<file path="config.mk">
export PLATFORM = sky130hd
export DESIGN_NAME = indexed_sequence_buffer
export DESIGN_NICKNAME = d
export VERILOG_FILES = /design/src/rtl/core/isb_pkg.sv /design/src/rtl/core/indexed_sequence_buffer.sv /design/src/rtl/core/isb_cell.sv
export SDC_FILE = /design/constraint.sdc
export NUM_CORES = 2
export LEC_CHECK = 0
export BUFFER_PORTS_ARGS = -buffer_cell sky130_fd_sc_hd__buf_2
export CAP_MARGIN = 5
export CORE_MARGIN = 2
export CORE_UTILIZATION = 25
export CTS_CLUSTER_SIZE = 14
export DETAILED_ROUTE_END_ITERATION = 8
export HOLD_SLACK_MARGIN = 0.06
export SYNTH_ARGS = -nofsm -noshare
export SYNTH_HDL_FRONTEND = slang
export SYNTH_SLANG_ARGS = --single-unit
</file>
<file path="constraint.sdc">
create_clock -name i_clk -period 5.3 [get_ports i_clk]
set_input_delay 0.265 -clock i_clk [delete_from_list [all_inputs] [get_ports i_clk]]
set_output_delay 0.265 -clock i_clk [all_outputs]
set_load 0.01 [all_outputs]
</file>
<file path="src/rtl/core/isb_pkg.sv">
// isb_pkg: shared types and constants for the indexed sequence buffer
// no dependencies; imported by isb_cell and indexed_sequence_buffer
package isb_pkg;

    localparam int DATA_W   = 32;
    localparam int POS_W    = 8;
    localparam int KIND_W   = 2;
    localparam int STAT_W   = 2;
    localparam int CAPACITY = 16;
    localparam int GROUP    = 16;

    localparam logic [KIND_W-1:0] KIND_INSERT = 2'd0;
    localparam logic [KIND_W-1:0] KIND_DELETE = 2'd1;
    localparam logic [KIND_W-1:0] KIND_READ   = 2'd2;

    localparam logic [STAT_W-1:0] STAT_OK    = 2'd0;
    localparam logic [STAT_W-1:0] STAT_RANGE = 2'd1;
    localparam logic [STAT_W-1:0] STAT_FULL  = 2'd2;

    // broadcast control that every cell sees in the same cycle
    typedef struct packed {
        logic              ins;
        logic              del;
        logic              rd;
        logic [POS_W-1:0]  pos;
        logic [DATA_W-1:0] val;
    } t_cell_ctl;

endpackage

</file>
<file path="src/rtl/core/indexed_sequence_buffer.sv">
// indexed_sequence_buffer: ordered list of signed words held in a chain of cells
// a taken word passes the execute and reduce states; o_done and the result register as reduce ends
// no new word is taken until the last one is through; busy covers the shift and read-gather steps
// insert and delete shift all cells at or past the position together; reads gather through a 2-level tree
// reset: count cleared to zero, cell contents undefined and never read before written
// depends on isb_pkg and isb_cell
module indexed_sequence_buffer
    import isb_pkg::*;
#(
    parameter int P_CAPACITY = CAPACITY
) (
    input  logic                     i_clk,
    input  logic                     i_rst_n,
    input  logic                     start,
    output logic                     busy,
    input  logic [KIND_W-1:0]        i_kind,
    input  logic [POS_W-1:0]         i_position,
    input  logic signed [DATA_W-1:0] i_value_in,
    output logic                     o_done,
    output logic [STAT_W-1:0]        o_status,
    output logic signed [DATA_W-1:0] o_value_out,
    output logic [POS_W-1:0]         o_count_out
);

    localparam int CNT_W = $clog2(P_CAPACITY + 1);
    localparam int NG    = (P_CAPACITY + GROUP - 1) / GROUP;
    localparam int NTAP  = NG * GROUP;

    // control sequencer states
    localparam logic [1:0] ST_IDLE   = 2'd0;
    localparam logic [1:0] ST_EXEC   = 2'd1;
    localparam logic [1:0] ST_REDUCE = 2'd2;

    logic [1:0]        r_state, n_state;
    logic [CNT_W-1:0]  r_count, n_count;
    logic [KIND_W-1:0] r_kind;
    logic [POS_W-1:0]  r_pos;
    logic [DATA_W-1:0] r_val;
    logic [STAT_W-1:0] r_stat;
    logic              r_apply;   // insert/delete that changes the list
    logic              r_rd_ok;   // read of a live entry
    logic              r_rd_err;  // read past the end returns all ones

    logic [STAT_W-1:0] r_out_status;
    logic [DATA_W-1:0] r_out_value;
    logic              r_done;

    logic              w_accept;
    logic [POS_W-1:0]  w_count8;
    logic [STAT_W-1:0] w_stat;
    logic              w_apply;
    logic              w_rd_ok;
    logic              w_rd_err;

    t_cell_ctl         w_ctl;
    logic [DATA_W-1:0] w_entry [P_CAPACITY];
    logic [DATA_W-1:0] w_tap   [NTAP];
    logic [DATA_W-1:0] w_grp   [NG];
    logic [DATA_W-1:0] r_grp   [NG];
    logic [DATA_W-1:0] w_gather;

    assign w_accept = start && !busy;
    assign busy     = (r_state != ST_IDLE);
    assign w_count8 = POS_W'(r_count);

    // range and full checks are made as the word is taken
    always_comb begin
        w_stat   = STAT_OK;
        w_apply  = 1'b0;
        w_rd_ok  = 1'b0;
        w_rd_err = 1'b0;
        case (i_kind)
            KIND_INSERT: begin
                if (i_position > w_count8) begin
                    w_stat = STAT_RANGE;
                end else if (r_count >= CNT_W'(P_CAPACITY)) begin
                    w_stat = STAT_FULL;
                end else begin
                    w_apply = 1'b1;
                end
            end
            KIND_DELETE: begin
                if (i_position >= w_count8) begin
                    w_stat = STAT_RANGE;
                end else begin
                    w_apply = 1'b1;
                end
            end
            KIND_READ: begin
                if (i_position >= w_count8) begin
                    w_stat   = STAT_RANGE;
                    w_rd_err = 1'b1;
                end else begin
                    w_rd_ok = 1'b1;
                end
            end
            default: begin
                // unused kind: no change, ok status
            end
        endcase
    end

    always_ff @(posedge i_clk) begin
        if (w_accept) begin
            r_kind   <= i_kind;
            r_pos    <= i_position;
            r_val    <= i_value_in;
            r_stat   <= w_stat;
            r_apply  <= w_apply;
            r_rd_ok  <= w_rd_ok;
            r_rd_err <= w_rd_err;
        end
    end

    // broadcast to the cells only during the execute cycle
    always_comb begin
        w_ctl.ins = (r_state == ST_EXEC) && r_apply && (r_kind == KIND_INSERT);
        w_ctl.del = (r_state == ST_EXEC) && r_apply && (r_kind == KIND_DELETE);
        w_ctl.rd  = (r_state == ST_EXEC) && r_rd_ok;
        w_ctl.pos = r_pos;
        w_ctl.val = r_val;
    end

    // chain of cells; each takes its left neighbor on insert, right on delete
    for (genvar i = 0; i < P_CAPACITY; i++) begin : g_cell
        logic [DATA_W-1:0] w_left;
        logic [DATA_W-1:0] w_right;
        if (i == 0) begin : g_first
            assign w_left = '0;
        end else begin : g_mid_l
            assign w_left = w_entry[i-1];
        end
        if (i == P_CAPACITY - 1) begin : g_last
            assign w_right = w_entry[i];
        end else begin : g_mid_r
            assign w_right = w_entry[i+1];
        end
        isb_cell #(
            .IDX (i)
        ) u_cell (
            .i_clk   (i_clk),
            .i_ctl   (w_ctl),
            .i_left  (w_left),
            .i_right (w_right),
            .o_entry (w_entry[i]),
            .o_tap   (w_tap[i])
        );
    end

    // pad taps so groups are full width
    for (genvar i = P_CAPACITY; i < NTAP; i++) begin : g_pad
        assign w_tap[i] = '0;
    end

    // first gather level: one-hot or within each group of cells
    for (genvar g = 0; g < NG; g++) begin : g_group
        always_comb begin
            w_grp[g] = '0;
            for (int k = 0; k < GROUP; k++) begin
                w_grp[g] = w_grp[g] | w_tap[g*GROUP + k];
            end
        end
        always_ff @(posedge i_clk) begin
            if (r_state == ST_EXEC) begin
                r_grp[g] <= w_grp[g];
            end
        end
    end

    // second gather level across the group registers
    always_comb begin
        w_gather = '0;
        for (int g = 0; g < NG; g++) begin
            w_gather = w_gather | r_grp[g];
        end
    end

    // sequencer and count
    always_comb begin
        n_state = r_state;
        n_count = r_count;
        unique case (r_state)
            ST_IDLE: begin
                if (w_accept) begin
                    n_state = ST_EXEC;
                end
            end
            ST_EXEC: begin
                n_state = ST_REDUCE;
                if (r_apply && (r_kind == KIND_INSERT)) begin
                    n_count = r_count + CNT_W'(1);
                end else if (r_apply && (r_kind == KIND_DELETE)) begin
                    n_count = r_count - CNT_W'(1);
                end
            end
            ST_REDUCE: begin
                n_state = ST_IDLE;
            end
            default: begin
                n_state = ST_IDLE;
            end
        endcase
    end

    always_ff @(posedge i_clk) begin
        if (!i_rst_n) begin
            r_state <= ST_IDLE;
            r_count <= '0;
            r_done  <= 1'b0;
        end else begin
            r_state <= n_state;
            r_count <= n_count;
            r_done  <= (r_state == ST_REDUCE);
        end
    end

    // result word registered and held until the next result is registered
    always_ff @(posedge i_clk) begin
        if (r_state == ST_REDUCE) begin
            r_out_status <= r_stat;
            if (r_rd_err) begin
                r_out_value <= '1;
            end else if (r_rd_ok) begin
                r_out_value <= w_gather;
            end else begin
                r_out_value <= '0;
            end
        end
    end

    assign o_done      = r_done;
    assign o_status    = r_out_status;
    assign o_value_out = r_out_value;
    assign o_count_out = w_count8;

endmodule

</file>
<file path="src/rtl/core/isb_cell.sv">
// isb_cell: one entry of the sequence, shifts with its neighbors
// depends on isb_pkg (t_cell_ctl, widths)
module isb_cell
    import isb_pkg::*;
#(
    parameter int IDX = 0
) (
    input  logic              i_clk,
    input  t_cell_ctl         i_ctl,
    input  logic [DATA_W-1:0] i_left,
    input  logic [DATA_W-1:0] i_right,
    output logic [DATA_W-1:0] o_entry,
    output logic [DATA_W-1:0] o_tap
);

    localparam logic [POS_W-1:0] MY_POS = POS_W'(IDX);

    logic [DATA_W-1:0] r_entry;
    logic [DATA_W-1:0] n_entry;

    always_comb begin
        n_entry = r_entry;
        if (i_ctl.ins) begin
            if (MY_POS == i_ctl.pos) begin
                n_entry = i_ctl.val;
            end else if (MY_POS > i_ctl.pos) begin
                n_entry = i_left;
            end
        end else if (i_ctl.del) begin
            if (MY_POS >= i_ctl.pos) begin
                n_entry = i_right;
            end
        end
    end

    always_ff @(posedge i_clk) begin
        r_entry <= n_entry;
    end

    assign o_entry = r_entry;
    assign o_tap   = (i_ctl.rd && (MY_POS == i_ctl.pos)) ? r_entry : '0;

endmodule
</file>
==> results.cfg <==
[clocking]
cts_tree = yes
hold_buffers = 43
cts.path.max_buffers = 3
cts_num_sinks = 633
cts_buffers = 75
post_cts_buffers = 0
path_clk_slew_ns = 0.06
ctsResizeCount = 0
clockRootBuffer = clkbuf_16
clkLatencyLatePin_ns = 0.65
cts_max_level = 3

[floorplanning]
io_pins = 89
die_area_sq_um = 140000
num_rows = 135
die_x_um = 374
die_h_um = 374
initial_core_util = 0.252
core_sq_um = 136000

[setup_path]
rrSetupSlack_ns = 1.60
crit_path_frequent_cell = buf_4
cp_cell_sequence = nand2b_1 -> nor2_1 -> nand2_1 -> buf_4 -> nor2_4 -> buf_4
crit_type = reg -> reg
critPathTopFamily = simple AND/OR/NAND/NOR gates
start_kind = flop
end_kind = flop
max_stage_delay_ns = 0.87
required_ns = 5.56
cpMaxStageDelayCell = nor2_1
cp_max_fo = 22
cp.arrival_ns = 3.96
crit_buf_inv = 2

[sta]
period_needed_ns = 3.70
period_share = 0.699
finalSetupViolCount = 0
rsz0062_at_grt = no
tightestPinTransition_ns = 1.26
hold-worst-slack_ns = 0.187
layout_setup_ws_ns = 1.60
hold_violations = 0
drv_slew = 0
fmax_mhz = 270
max_slew_margin = 0.154
fin_setup_tns_ns = 0
fin_skew_ns = 0.0303

[power_and_ir_drop]
p_per_area_nw_per_um2 = 288
p_leak_nw = 15.7
irDropWorstVdd_mv = 0.221
finalPower_mw = 11.4

[drt]
vias = 26400
vias_per_cell = 5.39
post_drt_wl_per_cell_um = 26.3
routed_wl_um = 129000
postRouteAntennaNets = 0
drt-pass1-iter-count = 8
drt_iter0_drc = 4254
drc = 0

[synth]
netlist.area_leader.share = 0.547
synth-main-ff-cell = edfxtp_1
yosys.area.top_type = edfxtp_1
synth_edf_count = 625
synthArstFlopShare = 0
synth_area_leaders = edfxtp_1 55%, mux2i_1 14%, nand2_1 6.0%
yosys_warnings = 0
netlist_area_sq_um = 34300
ys_seq_area_frac = 0.552
postSynthCellCount = 3032
synth.distinct_cells = 71
synth-seq-cells = 633
yosysMostFrequentCell = edfxtp_1
syn_avg_cell_area_sq_um = 11.3
ys_top_cells_by_count = 625 x edfxtp_1, 552 x nand2_1, 481 x mux2i_1, 383 x o21ai_0, 167 x clkbuf_1

[place]
gp_congestion = 0.919
numPortBuffers = 85
dpl_cell_area_sq_um = 36700
post-place-cells = 4728
place_hpwl_um = 81500
dp_slack_ns = 1.72

[layout]
seqCellArea_sq_um = 18900
layout-drive-gt1-share = 0.133
final_cell_count_no_fill = 4908
multiInputGateArea_sq_um = 14200
utilization = 0.291
nFillCells = 14000
finalNetCount = 3125
syn_to_final_growth_pct = 15.4
final_cell_area_sq_um = 39600
diodes = 0

[min_path]
hold_class = in -> reg

[global_route]
grt_overflow_total = 0
grt_pass1_wl_um = 184000
track_usage = 0.177
antenna_found_initial = 1
first_global_vias = 25300
grt_start_max_net_pins = 261

[outcome]
status = completed

[flow_run]
maxCapViolCount = 0
==> routing by layer <==
metal | up-vias | wire length, um | GRT usage
met1 | 12900 | 51400 | 0.231
met3 | 375 | 12900 | 0.0375
met5 | - | 0 | 0
met2 | 1669 | 57800 | 0.277
li1 | 11500 | - | -
met4 | 0 | 7260 | 0.0905
==> power breakdown <==
part / switching, mW / total [mW] / internal [mW] / leakage, nW
Combinational: 0.321 / 0.486 / 0.165 / 8.80
Sequential: 0.102 / 5.60 / 5.50 / 5.73
Clock: 2.22 / 5.29 / 3.07 / 1.21
Total: 2.65 / 11.4 / 8.73 / 15.7
==> cell type report <==
| type | instances | area share |
|---|---|---|
| inverters | 12 | 0.00114 |
| well taps | 1781 | 0.0563 |
| repair buffers | 220 | 0.0419 |
| multi-input cells | 2125 | 0.360 |
| clock inverters | 45 | 0.0118 |
| clock buffers | 92 | 0.0501 |
| flip-flops and latches | 633 | 0.478 |
==> state kept, by name, indices dropped and copies added (netlist names), 2 cells and up <==
| signal | count |
|---|---|
| g_cell.u_cell.o_entry | 512 |
| o_status | 2 |
| o_value_out | 32 |
| r_count | 5 |
| r_grp | 32 |
| r_kind | 2 |
| r_pos | 8 |
| r_stat | 2 |
| r_state | 2 |
| r_val | 32 |
==> final timing paths <==
check | from | endpoint | depth (start not counted)
max | r_state[0] | g_cell[3].u_cell.o_entry[2] | 6
min | start | r_rd_err | 3
min reg2reg | r_stat[1] | o_status[1] | 0
max reg2reg | r_state[0] | g_cell[3].u_cell.o_entry[2] | 6
==> kinds of logic after synthesis <==
kind of cell / share of synthesized area
and+or+nand+nor: 0.102
AOI/OAI and AO/OA: 0.139
DFF: 0.552
muxes: 0.162
buffers and inverters: 0.0389
adders and majority gates: 0.00496
xor gates and xnor gates: 0.00102
other: 0.000109
==> worst min-delay path: stages <==
cell and delay, ns:
buf_2 0.10, inv_1 0.08, nor2_4 0.15
==> layout by cell type (no fill, tap or decap), drive strengths merged, types with 32 or more instances in the layout <==
| cell type | count |
|---|---|
| mux2 | 50 |
| edfxtp | 625 |
| a21oi | 46 |
| a22o | 46 |
| a31oi | 32 |
| o21ai | 443 |
| clkbuf | 92 |
| nor2 | 85 |
| clkinv | 34 |
| mux2i | 481 |
| buf | 177 |
| nand2 | 558 |
| a21o | 39 |
| dlygate4sd3 | 43 |
| a22oi | 65 |
Note: power is estimated with default switching activity, not from simulation.
